`src/rtl/lsched_pkg.sv`:
```
// ----------------------------------------------------------------------------
// lsched_pkg
// Shared types and constants of the lottery scheduler: transaction payloads,
// command codes and the control/status bundles between controller and
// datapath.
// ----------------------------------------------------------------------------
package lsched_pkg;

  localparam logic CMD_LOAD = 1'b0;
  localparam logic CMD_TICK = 1'b1;

  localparam logic [4:0] DONE_CNT_MAX = 5'h1F;

  typedef struct packed {
    logic        command;
    logic [3:0]  slot_index;
    logic [15:0] arrive_at;
    logic [15:0] work_len;
    logic [7:0]  tickets;
    logic [30:0] random_value;
  } in_t;

  typedef struct packed {
    logic        cpu_busy;
    logic [3:0]  running_slot;
    logic        finished;
    logic [15:0] resp_ticks;
    logic [15:0] turn_ticks;
    logic        all_done;
    logic [15:0] tick_time;
  } out_t;

  typedef struct packed {
    logic accept;
    logic load_wr;
    logic sum_en;
    logic div_start;
    logic div_step;
    logic pick_init;
    logic pick_en;
    logic update;
    logic emit;
  } cmd_t;

  typedef struct packed {
    logic walk_done;
    logic total_zero;
    logic div_done;
    logic out_free;
  } sts_t;

endpackage

```
`src/rtl/lsched_ram.sv`:
```
// ----------------------------------------------------------------------------
// lsched_ram
// Generic single-write, single-read RAM with registered read data.
// ----------------------------------------------------------------------------
module lsched_ram #(
  parameter int WIDTH = 8,
  parameter int DEPTH = 16
) (
  input  logic                                   clk,
  input  logic                                   wr_en,
  input  logic [(DEPTH > 1 ? $clog2(DEPTH) : 1)-1:0] wr_addr,
  input  logic [WIDTH-1:0]                       wr_data,
  input  logic [(DEPTH > 1 ? $clog2(DEPTH) : 1)-1:0] rd_addr,
  output logic [WIDTH-1:0]                       rd_data
);

  logic [WIDTH-1:0] mem [DEPTH];

  always_ff @(posedge clk) begin
    if (wr_en) begin
      mem[wr_addr] <= wr_data;
    end
    rd_data <= mem[rd_addr];
  end

endmodule

```
`src/rtl/lsched_ctrl.sv`:
```
// ----------------------------------------------------------------------------
// lsched_ctrl
// Controller of the lottery scheduler: sequences load, ticket sum, modulo,
// winner search, slot update and result hand-off.
// ----------------------------------------------------------------------------
module lsched_ctrl
  import lsched_pkg::*;
(
  input  logic clk,
  input  logic rst_n,
  input  logic in_valid,
  input  logic in_command,
  output logic in_stall,
  output cmd_t cmd,
  input  sts_t sts
);

  localparam logic [2:0] S_IDLE = 3'd0;
  localparam logic [2:0] S_SUM  = 3'd1;
  localparam logic [2:0] S_DIV  = 3'd2;
  localparam logic [2:0] S_PICK = 3'd3;
  localparam logic [2:0] S_UPD  = 3'd4;
  localparam logic [2:0] S_DONE = 3'd5;

  logic [2:0] state_r;
  logic [2:0] state_nxt;

  assign in_stall = (state_r != S_IDLE);

  always_comb begin
    state_nxt = state_r;
    cmd       = '0;
    unique case (state_r)
      S_IDLE: begin
        if (in_valid) begin
          cmd.accept = 1'b1;
          if (in_command == CMD_LOAD) begin
            cmd.load_wr = 1'b1;
            state_nxt   = S_DONE;
          end else begin
            state_nxt = S_SUM;
          end
        end
      end
      S_SUM: begin
        cmd.sum_en = 1'b1;
        if (sts.walk_done) begin
          if (sts.total_zero) begin
            state_nxt = S_DONE;
          end else begin
            cmd.div_start = 1'b1;
            state_nxt     = S_DIV;
          end
        end
      end
      S_DIV: begin
        cmd.div_step = 1'b1;
        if (sts.div_done) begin
          cmd.pick_init = 1'b1;
          state_nxt     = S_PICK;
        end
      end
      S_PICK: begin
        cmd.pick_en = 1'b1;
        if (sts.walk_done) begin
          state_nxt = S_UPD;
        end
      end
      S_UPD: begin
        cmd.update = 1'b1;
        state_nxt  = S_DONE;
      end
      S_DONE: begin
        if (sts.out_free) begin
          cmd.emit  = 1'b1;
          state_nxt = S_IDLE;
        end
      end
      default: begin
        state_nxt = S_IDLE;
      end
    endcase
  end

  always_ff @(posedge clk) begin
    if (!rst_n) begin
      state_r <= S_IDLE;
    end else begin
      state_r <= state_nxt;
    end
  end

endmodule

```
`src/rtl/lsched_dp.sv`:
```
// ----------------------------------------------------------------------------
// lsched_dp
// Datapath of the lottery scheduler: slot table RAM, tick counter, ticket
// accumulators, bit-serial modulo unit and the output register.
// ----------------------------------------------------------------------------
module lsched_dp
  import lsched_pkg::*;
#(
  parameter int NUM_SLOTS = 16,
  parameter int TIME_BITS = 16
) (
  input  logic       clk,
  input  logic       rst_n,
  input  in_t        in_data,
  input  logic       cfg_wr_en,
  input  logic [4:0] cfg_wr_data,
  input  cmd_t       cmd,
  output sts_t       sts,
  output logic       out_valid,
  input  logic       out_stall,
  output out_t       out_data
);

  localparam int IDX_W  = (NUM_SLOTS > 1) ? $clog2(NUM_SLOTS) : 1;
  localparam int CNT_W  = $clog2(NUM_SLOTS + 1);
  localparam int TOT_W  = $clog2(NUM_SLOTS * 255 + 1);
  localparam int WORD_W = 2 * TIME_BITS + 40;
  localparam int ARR_LO = 40;
  localparam int STA_LO = 40 + TIME_BITS;

  logic [4:0]           pcount_r;
  logic [TIME_BITS-1:0] time_r;
  logic [4:0]           done_cnt_r;
  logic                 tick_r;
  logic [30:0]          dvd_r;
  logic [4:0]           div_cnt_r;
  logic [TOT_W-1:0]     rem_r;
  logic [TOT_W-1:0]     total_r;
  logic [TOT_W-1:0]     acc_r;
  logic [CNT_W-1:0]     iss_r;
  logic                 rvld_r;
  logic [IDX_W-1:0]     rd_idx_r;
  logic                 found_r;
  logic [IDX_W-1:0]     pick_r;
  logic [WORD_W-1:0]    pick_word_r;
  logic                 busy_r;
  logic [3:0]           slot_r;
  logic                 fin_r;
  logic [15:0]          resp_r;
  logic [15:0]          turn_r;
  logic                 out_valid_r;
  out_t                 out_r;

  logic [8:0]           n_wide;
  logic [CNT_W-1:0]     n;
  logic                 walking;
  logic                 issue;
  logic [WORD_W-1:0]    rd_data;
  logic [7:0]           rd_tickets;
  logic [15:0]          rd_remain;
  logic [TIME_BITS-1:0] rd_arrival;
  logic                 rd_elig;
  logic [TOT_W-1:0]     acc_sum;
  logic [TOT_W:0]       div_shift;
  logic [TOT_W:0]       div_diff;
  logic [8:0]           slot_wide;
  logic                 slot_ok;
  logic [TIME_BITS-1:0] ld_arrival;
  logic [7:0]           pk_tickets;
  logic [15:0]          pk_remain;
  logic [15:0]          pk_burst;
  logic [TIME_BITS-1:0] pk_arrival;
  logic [TIME_BITS-1:0] pk_start;
  logic [TIME_BITS-1:0] new_start;
  logic [15:0]          new_remain;
  logic [TIME_BITS-1:0] resp_t;
  logic [TIME_BITS-1:0] turn_t;
  logic [31:0]          resp_wide;
  logic [31:0]          turn_wide;
  logic [31:0]          time_wide;
  logic [8:0]           pick_wide;
  logic                 wr_en;
  logic [IDX_W-1:0]     wr_addr;
  logic [WORD_W-1:0]    wr_data;

  assign n_wide  = (9'(pcount_r) > 9'(NUM_SLOTS)) ? 9'(NUM_SLOTS) : 9'(pcount_r);
  assign n       = CNT_W'(n_wide);
  assign walking = cmd.sum_en || cmd.pick_en;
  assign issue   = walking && (iss_r < n);

  lsched_ram #(
    .WIDTH(WORD_W),
    .DEPTH(NUM_SLOTS)
  ) u_table (
    .clk    (clk),
    .wr_en  (wr_en),
    .wr_addr(wr_addr),
    .wr_data(wr_data),
    .rd_addr(iss_r[IDX_W-1:0]),
    .rd_data(rd_data)
  );

  assign rd_tickets = rd_data[7:0];
  assign rd_remain  = rd_data[23:8];
  assign rd_arrival = rd_data[ARR_LO +: TIME_BITS];
  assign rd_elig    = (rd_arrival <= time_r) && (rd_remain != 16'd0);
  assign acc_sum    = acc_r + (rd_elig ? TOT_W'(rd_tickets) : TOT_W'(0));

  assign div_shift = {rem_r, dvd_r[30]};
  assign div_diff  = div_shift - {1'b0, total_r};

  assign slot_wide  = 9'(in_data.slot_index);
  assign slot_ok    = slot_wide < 9'(NUM_SLOTS);
  assign ld_arrival = TIME_BITS'(32'(in_data.arrive_at));

  assign pk_tickets = pick_word_r[7:0];
  assign pk_remain  = pick_word_r[23:8];
  assign pk_burst   = pick_word_r[39:24];
  assign pk_arrival = pick_word_r[ARR_LO +: TIME_BITS];
  assign pk_start   = pick_word_r[STA_LO +: TIME_BITS];
  assign new_start  = (pk_remain == pk_burst) ? time_r : pk_start;
  assign new_remain = pk_remain - 16'd1;
  assign resp_t     = new_start - pk_arrival;
  assign turn_t     = time_r - pk_arrival;
  assign resp_wide  = 32'(resp_t);
  assign turn_wide  = 32'(turn_t);
  assign time_wide  = 32'(time_r);
  assign pick_wide  = 9'(pick_r);

  always_comb begin
    if (cmd.load_wr) begin
      wr_en   = slot_ok;
      wr_addr = slot_wide[IDX_W-1:0];
      wr_data = {TIME_BITS'(0), ld_arrival, in_data.work_len, in_data.work_len,
                 in_data.tickets};
    end else begin
      wr_en   = cmd.update && found_r;
      wr_addr = pick_r;
      wr_data = {new_start, pk_arrival, pk_burst, new_remain, pk_tickets};
    end
  end

  assign sts.walk_done  = (iss_r >= n) && !rvld_r;
  assign sts.total_zero = (total_r == TOT_W'(0));
  assign sts.div_done   = (div_cnt_r == 5'd30);
  assign sts.out_free   = !out_valid_r || !out_stall;

  always_ff @(posedge clk) begin
    if (!rst_n) begin
      pcount_r    <= 5'd0;
      time_r      <= '0;
      done_cnt_r  <= 5'd0;
      out_valid_r <= 1'b0;
      rvld_r      <= 1'b0;
      iss_r       <= '0;
      found_r     <= 1'b0;
    end else begin
      if (cfg_wr_en) begin
        pcount_r <= cfg_wr_data;
      end

      rvld_r <= issue;
      if (cmd.accept || cmd.pick_init) begin
        iss_r <= '0;
      end else if (issue) begin
        iss_r <= iss_r + CNT_W'(1);
      end

      if (cmd.accept || cmd.pick_init) begin
        found_r <= 1'b0;
      end else if (cmd.pick_en && rvld_r && !found_r && (acc_sum > rem_r)) begin
        found_r <= 1'b1;
      end

      if (cmd.update && found_r && (new_remain == 16'd0) && (done_cnt_r != DONE_CNT_MAX)) begin
        done_cnt_r <= done_cnt_r + 5'd1;
      end

      if (cmd.emit) begin
        out_valid_r <= 1'b1;
        if (tick_r) begin
          time_r <= time_r + TIME_BITS'(1);
        end
      end else if (!out_stall) begin
        out_valid_r <= 1'b0;
      end
    end
  end

  always_ff @(posedge clk) begin
    rd_idx_r <= iss_r[IDX_W-1:0];

    if (cmd.accept) begin
      tick_r  <= in_data.command;
      dvd_r   <= in_data.random_value;
      total_r <= '0;
      busy_r  <= 1'b0;
      slot_r  <= 4'd0;
      fin_r   <= 1'b0;
      resp_r  <= 16'd0;
      turn_r  <= 16'd0;
    end else if (cmd.sum_en && rvld_r) begin
      total_r <= total_r + (rd_elig ? TOT_W'(rd_tickets) : TOT_W'(0));
    end

    if (cmd.div_start) begin
      rem_r     <= '0;
      div_cnt_r <= 5'd0;
    end else if (cmd.div_step) begin
      rem_r     <= div_diff[TOT_W] ? div_shift[TOT_W-1:0] : div_diff[TOT_W-1:0];
      dvd_r     <= {dvd_r[29:0], 1'b0};
      div_cnt_r <= div_cnt_r + 5'd1;
    end

    if (cmd.pick_init) begin
      acc_r <= '0;
    end else if (cmd.pick_en && rvld_r) begin
      acc_r <= acc_sum;
      if (!found_r && (acc_sum > rem_r)) begin
        pick_r      <= rd_idx_r;
        pick_word_r <= rd_data;
      end
    end

    if (cmd.update && found_r) begin
      busy_r <= 1'b1;
      slot_r <= pick_wide[3:0];
      fin_r  <= (new_remain == 16'd0);
      if (new_remain == 16'd0) begin
        resp_r <= resp_wide[15:0];
        turn_r <= turn_wide[15:0];
      end
    end

    if (cmd.emit) begin
      out_r.cpu_busy     <= busy_r;
      out_r.running_slot <= slot_r;
      out_r.finished     <= fin_r;
      out_r.resp_ticks   <= resp_r;
      out_r.turn_ticks   <= turn_r;
      out_r.all_done     <= (9'(done_cnt_r) >= n_wide);
      out_r.tick_time    <= time_wide[15:0];
    end
  end

  assign out_valid = out_valid_r;
  assign out_data  = out_r;

endmodule

```
`src/rtl/lottery_scheduler.sv`:
```
// ----------------------------------------------------------------------------
// lottery_scheduler
// Lottery scheduler over a table of process slots.
//
// Input channel (in_valid/in_stall/in_data): a load transaction writes one
// slot's arrival time, burst length and tickets; a tick transaction carries
// a random draw and advances time by one tick. Every transaction yields one
// result on the output channel (out_valid/out_stall/out_data).
// cfg_wr_en/cfg_wr_data set the number of slots in use, to be written while idle (not enforced by the block).
// Steps: a load is accepted and then handed off; a tick with n >= 1 slots in use
// makes two passes over the slot table (ticket sum, then winner search) with a
// bit-serial modulo between them, then a slot update and the hand-off. With no
// eligible tickets the modulo, second pass and slot update drop.
// One transaction is in flight at a time; in_stall is high while it works.
// The result sits in an output register, so a new transaction is taken while
// the previous result waits; a stalled receiver holds out_data and, once the
// next result is ready, holds the block in its final step.
// Reset clears the tick counter, completion count and slot count; slot table
// contents are undefined until loaded.
// ----------------------------------------------------------------------------
module lottery_scheduler
  import lsched_pkg::*;
#(
  parameter int NUM_SLOTS = 16,
  parameter int TIME_BITS = 16
) (
  input  logic       clk,
  input  logic       rst_n,
  input  logic       in_valid,
  output logic       in_stall,
  input  in_t        in_data,
  output logic       out_valid,
  input  logic       out_stall,
  output out_t       out_data,
  input  logic       cfg_wr_en,
  input  logic [4:0] cfg_wr_data
);

  cmd_t cmd;
  sts_t sts;

  lsched_ctrl u_ctrl (
    .clk       (clk),
    .rst_n     (rst_n),
    .in_valid  (in_valid),
    .in_command(in_data.command),
    .in_stall  (in_stall),
    .cmd       (cmd),
    .sts       (sts)
  );

  lsched_dp #(
    .NUM_SLOTS(NUM_SLOTS),
    .TIME_BITS(TIME_BITS)
  ) u_dp (
    .clk        (clk),
    .rst_n      (rst_n),
    .in_data    (in_data),
    .cfg_wr_en  (cfg_wr_en),
    .cfg_wr_data(cfg_wr_data),
    .cmd        (cmd),
    .sts        (sts),
    .out_valid  (out_valid),
    .out_stall  (out_stall),
    .out_data   (out_data)
  );

endmodule

```
`config.mk`:
```
export PLATFORM = sky130hd
export DESIGN_NAME = lottery_scheduler
export DESIGN_NICKNAME = d
export VERILOG_FILES = /design/src/rtl/lsched_pkg.sv /design/src/rtl/lsched_ram.sv /design/src/rtl/lsched_ctrl.sv /design/src/rtl/lsched_dp.sv /design/src/rtl/lottery_scheduler.sv
export SDC_FILE = /design/constraint.sdc
export NUM_CORES = 2
export LEC_CHECK = 0
export BUFFER_PORTS_ARGS = -buffer_cell sky130_fd_sc_hd__buf_4
export CORE_MARGIN = 5
export CORE_UTILIZATION = 45
export CTS_CLUSTER_SIZE = 10
export DETAILED_ROUTE_END_ITERATION = 10
export PLACE_DENSITY_LB_ADDON = 0.05
export SYNTH_ARGS = -nofsm -noshare
export SYNTH_HDL_FRONTEND = slang
export SYNTH_SLANG_ARGS = --single-unit
```
`constraint.sdc`:
```
create_clock -name clk -period 11.7 [get_ports clk]
set_clock_uncertainty 0.2 [all_clocks]
set_input_delay 0.585 -clock clk [delete_from_list [all_inputs] [get_ports clk]]
set_output_delay 0.585 -clock clk [all_outputs]
set_load 0.1 [all_outputs]
```
Word level (Yosys, flattened, before mapping)

Memories as Yosys holds them, arrays and structs flattened. A register that Yosys moved wholly into a read port is not among the register bits.
Index checks and enable logic that the tools add are counted.

Multiply operators: 0
Order comparisons: 7
Equality and inequality tests: 14
Mux-type cells: 44
$add $sub $neg: 10
Divide/modulo/power cells: 0
Bitwise gates (word level): 2
Shifts and indexed selects: 0
Reduce and logical (&&, ||, !) cells: 28

Operators by type and width:

| kind                  | count |
|---|---|
| $mux 16               | 7 |
| $mux 31               | 3 |
| $mux 72               | 1 |
| $sub 16x16->16        | 2 |
| $mux 3                | 7 |
| $pmux 3 s6            | 1 |
| $add 16x1->16 const B | 1 |
| $eq 16x16->1          | 1 |
| $le 16x16->1          | 1 |
| $logic_not 16->1      | 1 |
| $reduce_bool 16->1    | 1 |
| $sub 16x1->16 const B | 1 |
| $add 5x1->5 const B   | 3 |
| $mux 1                | 15 |
| $sub 13x12->13        | 1 |
| $add 12x12->12        | 1 |
| $add 12x8->12         | 1 |
| $gt 12x12->1          | 1 |
| $logic_not 12->1      | 1 |
| $mux 12               | 1 |
| $mux 4                | 3 |
| $logic_and 1x1->1     | 11 |
| $ne 2x2->1 const B    | 5 |
| $ge 5x9->1            | 1 |
| other kinds (23)      | 34 |

Register bits after elaboration: 283
Bits in writable memories: 1152
Word-level logic and storage cells: 135
Memories kept: 1
Input port bits: 86
Output and inout port bits: 57
Bits in latches: 0
ROM bits: 0

Memory list:

| name             | words | bits a word | read ports | clocked after memory_dff | write ports | line             | RTL |
|---|---|---|---|---|---|---|---|
| u_dp.u_table.mem | 16    | 72          | 1          | 1                        | 1           | lsched_ram.sv:17 | `logic [WIDTH-1:0] mem [DEPTH];` |

Depth between registers and ports, before layout

Depth after elaboration: 8
Mapped depth: 27
Depth with buffers taken out: 27

Modules after synthesis

Synthesis repeated with hierarchy kept, for this count alone.

Cells, all modules: 3430
Area total of the unflattened synthesis: 59883.7 um2

Modules (own cells, without submodules):

| module      | sequential area each (um2) | area each (um2) | cells each | instances |
|---|---|---|---|---|
| lsched_ram  | 36034.6                    | 44550.2         | 1850       | 1 |
| lsched_dp   | 6976.7                     | 15029.4         | 1538       | 1 |
| lsched_ctrl | 60.1                       | 304.0           | 42         | 1 |

Least setup slack after synthesis

OpenSTA, ideal clock, no wires.

Path type: register to register
Start point: register u_dp.time_r[9]
End point: register u_dp.pick_r[0], enable pin
Library setup time: 0.701 ns
Data arrival time: 11.609 ns
Stages on the path, launching flop included: 25
Period minus slack after synthesis: 12.510 ns
Path slack: -0.810 ns
Required time: 10.799 ns
Path buffers: 0
Cell sequence: dfxtp_1 -> inv_1 -> ha_1 -> a21o_1 -> a21o_1 -> a21o_1 -> a211o_1 -> a21oi_1 -> o221ai_1 -> a21oi_1 -> and2_1 -> ha_1 -> a21o_1 -> a21oi_1 -> nor2b_1 -> o21a_1 -> o41a_1 -> nand3_1 -> xnor2_1 -> ha_1 -> nand4_1 -> nor2_1 -> o21ai_0 -> nor4bb_1 -> nor4_1

Word-level cells in the longest chain between the ends: 7

Ends and longest elaborated chain:

| what                              | line             | RTL |
|---|---|---|
| from (decl)                       | lsched_dp.sv:32  | `logic [TIME_BITS-1:0] time_r;` |
| from (signal assigned)            | lsched_dp.sv:182 | `time_r <= time_r + TIME_BITS'(1);` |
| $le 16x16->1                      | lsched_dp.sv:106 | `assign rd_elig = (rd_arrival <= time_r) && (rd_remain != 16'd0);` |
| $logic_and 1x1->1                 | lsched_dp.sv:106 |  |
| $mux 8                            | lsched_dp.sv:107 | `assign acc_sum = acc_r + (rd_elig ? TOT_W'(rd_tickets) : TOT_W'(0));` |
| $add 12x8->12                     | lsched_dp.sv:107 |  |
| named net u_dp.acc_sum[10]        | lsched_dp.sv:63  | `logic [TOT_W-1:0] acc_sum;` |
| $gt 12x12->1                      | lsched_dp.sv:219 | `if (!found_r && (acc_sum > rem_r)) begin` |
| $logic_and 1x1->1                 | lsched_dp.sv:219 |  |
| $reduce_and 3->1 (no source line) | --               |  |
| to (signal assigned)              | lsched_dp.sv:220 | `pick_r <= rd_idx_r;` |
| to (decl)                         | lsched_dp.sv:44  | `logic [IDX_W-1:0] pick_r;` |

The timed path passes the listed nets, and every way through them passes these cells.
A chain may end at the register's enable or synchronous reset.

Worst setup path in the final report

Start point: register u_dp.time_r[9]
End point: register u_dp.pick_word_r[41], enable pin

Word-level cells in the longest chain between the ends: 7

Ends and longest elaborated chain:

| what                              | line             | RTL |
|---|---|---|
| $le 16x16->1                      | lsched_dp.sv:106 |  |
| $logic_and 1x1->1                 | lsched_dp.sv:106 |  |
| $mux 8                            | lsched_dp.sv:107 |  |
| $add 12x8->12                     | lsched_dp.sv:107 |  |
| named net u_dp.acc_sum[11]        | lsched_dp.sv:63  |  |
| $gt 12x12->1                      | lsched_dp.sv:219 |  |
| $logic_and 1x1->1                 | lsched_dp.sv:219 |  |
| $reduce_and 3->1 (no source line) | --               |  |
| to (signal assigned)              | lsched_dp.sv:221 | `pick_word_r <= rd_data;` |
| to (decl)                         | lsched_dp.sv:45  | `logic [WORD_W-1:0] pick_word_r;` |

The timed path passes the listed nets, and every way through them passes these cells.

==> results.txt <==
* Status: completed
- Final weighted congestion in routability-driven placement: 0.860
* Crit path time final: 7.69 ns
* Number of enable flip-flop cells after synthesis: 1289
- The count of buffers added on input and output ports is 142.
- The count of final max-slew check failures is 0.
- Initial antenna violation count: 1
- The share of the Yosys chip area taken by registers is 0.725.
- Post-Synthesis Cells: 3274
* Global-route wire length before repair: 218 mm
* Critical Path Source: u_dp.time_r[9]$_SDFFE_PN0P_
* Antenna-violating nets left: 0
- Cells resized by post-CTS repair: 0
- Average wire per standard cell: 27.1 µm
- Layout overhead on the synthesized area: 15.1%
- Setup repair after global routing left no endpoint under its margin.
- Area of the die: 139000 µm²
- The mapped netlist covers 59400 µm².
* Number of DRC violations after detailed-routing iteration 0: 2646
- In this run the static leakage power is 0.0223 µW.
- CTS tree: yes
- Reg-to-Reg End: u_dp.pick_word_r[41]$_DFFE_PP_
- After filler insertion, the fill cell instance count of the layout stands at 10477.
- Predominant post-synthesis flop cell: edfxtp_1
- Proportion of synthesized area in mux cells: 0.140
- Static timing analysis puts the maximum clock frequency at 130 MHz.
* Area of placed instances: 62900 µm²
* Sw frac: 0.235
- For this run, the post-layout net count is 3751.
* Final worst-path cycle share: 0.657
- Aggregate global-route resource usage: 0.211
- Total half-perimeter wirelength after legalization and detailed placement: 83.3 mm
- Final hold violation count: 0
- Most common cell after layout, fill and taps aside: edfxtp_1
- After detailed routing, the number of remaining DRC violations is 0.
- Dominant combinational cell family by area after synthesis: multiplexers
- Setup_tns: 0 ns
- Number of synthesis warnings: 0
- Entering global routing, the biggest net connects 147 pins.
- Number of ports placed on the die boundary: 143
* Clock edge transition at the registers on the reported setup and hold paths: 0.06 ns
* Most used cells in the layout excluding fill and tap cells: edfxtp_1 (1289), mux4_2 (360), nand2_1 (243)
* Arrival @ worst endpoint: 7.88 ns
- Of the total synthesized cell area, the portion taken by full adders, half adders and majority gates is 0.0236.
* Clock network fraction of total power: 0.394
- In this run the mean area of a mapped cell was 18.2 µm².
* Combinational share of power: 0.109
- Slack of the worst reg-to-reg path: 4.01 ns
- Internal power summed over all cells: 9520 µW
* Required @ worst endpoint: 11.89 ns
- Crit path capture: u_dp.pick_word_r[41]$_DFFE_PP_
* Endpoint kind of the worst setup timing path: flop
- Worst slew margin relative to its limit: 0.181
- Via count normalized by instance count: 5.68
* Net load switching power: 2930 µW
* TritonCTS Buffers: 173
* Vias in the first global route: 32223
* Kind of critical path: flop to flop
- Counting every net in the synthesized netlist gives 3469.
* Max-cap violations: 0
* Horiz. Die Dim: 373 µm
- Detailed routing inserted a total of 30956 vias.
* Hold Crit Class: input port to flop
- In this run the worst path has a maximum fanout of 38.
* Clock root buffer: clkbuf_16
- Of the total power, registers draw 0.498.
- Summing all non-filler instances in the final layout gives an area of 68400 µm².
- Die height: 373 µm
- Total overflow reported by the global router: 0
* Clock Sinks: 1507
- CTS built an H-tree with a depth of 4.
- Post-synthesis compound-gate area fraction: 0.0323
* Drt pass-1 iters: 5
* Number of endpoints failing setup at the final stage: 0
- STA classifies the critical path startpoint as a flop.
- Core region area: 131000 µm²
* Origin of the critical flop-to-flop path: u_dp.time_r[9]$_SDFFE_PN0P_
* Xor/xnor share of the synthesized area: 0.0152
* Seq cells post-synth: 1507
- Sum of routed wire length over all layers: 148 mm
- Async set-or-reset flop fraction in the synthesized netlist: 0
- Source-to-sink clock delay at the later pin of the worst-skew pair: 0.77 ns
* Areal power density over the cells: 182 nW/µm²
* Number of cells on the worst reg-to-reg path: 26
- Maximum buffer depth of the clock tree: 3
* FP Rows: 133
- IR Drop Worst-Case VDD: 0.134 mV
- Number of distinct standard cells referenced by the synthesized netlist: 69
- Actual transition at the worst max-transition pin: 1.22 ns
- Of the total synthesized cell area, the portion taken by AND, OR, NAND and NOR gates is 0.0491.
- In the final layout, the share of cells above drive strength 1 is 0.219.
* Initial standard-cell utilization of the core: 0.453
power groups by stage:
stage | Sequential, µW | Combinational (µW) | Clock (µW)
floorplan | 6310 | 939 | 0
global placement | 6300 | 1310 | 0
detailed placement | 6310 | 1350 | 0
CTS | 6200 | 1370 | 5040
global route | 6210 | 1480 | 5270
finish | 6200 | 1350 | 4900
metal layers:
| metal | global-route usage | wire [µm] | vias up | share of wire |
|---|---|---|---|---|
| met4 | 0.0537 | 3050 | 2 | 0.021 |
| li1 | - | - | 13548 | - |
| met2 | 0.346 | 72100 | 881 | 0.49 |
| met3 | 0.0404 | 8170 | 208 | 0.055 |
| met1 | 0.293 | 64300 | 16317 | 0.44 |
| met5 | 0 | 13 | - | 0.000088 |
layout make-up:
type                    instances  area, µm²  share of cell area
clock buffers                 299       4970              0.0726
diodes                          2       5.00           0.0000732
repair buffers                257       2070              0.0303
multi-input cells            1531      15600               0.229
clock inverters                16        128             0.00187
flip-flops and latches       1507      43100               0.630
inverters                      86        323             0.00472
well taps                    1755       2200              0.0321
cell usage after synthesis (21+ instances only):
library cell  count  area, µm²
a21oi_1          63        315
a31oi_1          43        269
and2_1           39        244
buf_1            37        139
clkbuf_1        104        390
dfxtp_1         218       4360
edfxtp_1       1289      38700
ha_1            104       1300
inv_1            84        315
mux2i_1          21        210
mux4_2          360       8110
nand2_1         244        916
nand3_1          54        270
nand4_1          22        138
nor2_1          139        522
nor2b_1          28        175
nor3_1           22        110
o21ai_0         103        515
xnor2_1          58        508
xor2_1           45        394
cells by family after synthesis:
| family | count (synthesis) |
|---|---|
| muxes | 381 |
| AOI/OAI and AO/OA | 313 |
| and+or+nand+nor | 625 |
| adders and majority gates | 109 |
| buffers and inverters | 236 |
| DFF | 1507 |
| xor gates and xnor gates | 103 |
worst min-delay path by stage:
stage / startpoint / to / slack [ns] / cells past startpoint
after CTS: in_valid / u_ctrl.state_r[0]$_SDFFE_PN0P_ / 0.03 / 4
after global routing: rst_n / u_ctrl.state_r[2]$_SDFFE_PN0P_ / 0.06 / 2
final: rst_n / u_dp.pcount_r[4]$_SDFFE_PN0P_ / 0.10 / 2
after global placement: u_dp.rd_idx_r[3]$_DFF_P_ / u_dp.pick_r[3]$_DFFE_PP_ / 0.19 / 0
after floorplan: u_dp.iss_r[0]$_SDFFE_PP0P_ / u_dp.rd_idx_r[0]$_DFF_P_ / 0.15 / 0
after detailed placement: u_dp.u_table.rd_data[66]$_DFF_P_ / u_dp.pick_word_r[66]$_DFFE_PP_ / 0.19 / 0
sequential cells by signal, indices dropped and copies added (netlist names), 16 cells and up:
register / cells
u_dp.dvd_r: 31
u_dp.u_table.rd_data: 72
u_dp.pick_word_r: 72
u_dp.resp_r: 16
u_dp.time_r: 16
u_dp.turn_r: 16
u_dp.out_data: 55
u_dp.u_table.mem: 1152
per-stage QoR:
step                setup slack [ns]  hold WS (ns)  total power, µW  instances  utilization
floorplan                       2.41         0.154             7250       3274            -
global placement                3.99         0.189             7610       5093        0.479
detailed placement              3.93         0.189             7660       5093        0.479
CTS                             3.91        0.0346            12600       5451        0.521
global route                    3.47        0.0632            13000       5451        0.521
finish                          4.01         0.102            12400       5453        0.521
repair_timing:
| item | 4_1_cts | 5_1_grt |
|---|---|---|
| hold buffers | 43 | 0 |
| endpoints found under the hold margin | 38 | 0 |
| endpoints found under the setup margin | 0 | 0 |
| buffers inserted | 0 | 0 |
worst max-delay path, stage by stage (launching register included):
cell	delay [ns]
dfxtp_1	0.42
inv_1	0.09
ha_1	0.31
a21o_1	0.18
a21o_1	0.16
a21o_1	0.17
a211o_1	0.28
a21oi_1	0.15
o221ai_1	0.14
a21oi_1	0.74
and2_1	0.31
ha_1	0.25
a21o_1	0.15
a21oi_1	0.28
o21ai_0	0.15
a31oi_1	0.30
o21bai_1	0.15
nand4_1	0.16
xnor2_1	0.09
ha_1	0.29
nand4_1	0.15
nor2_1	0.14
o21ai_0	0.10
nor4bb_1	0.17
nor4_4	0.55
buf_4	0.58
buf_4	0.57
No activity file was read; power rests on OpenSTA's default activity.
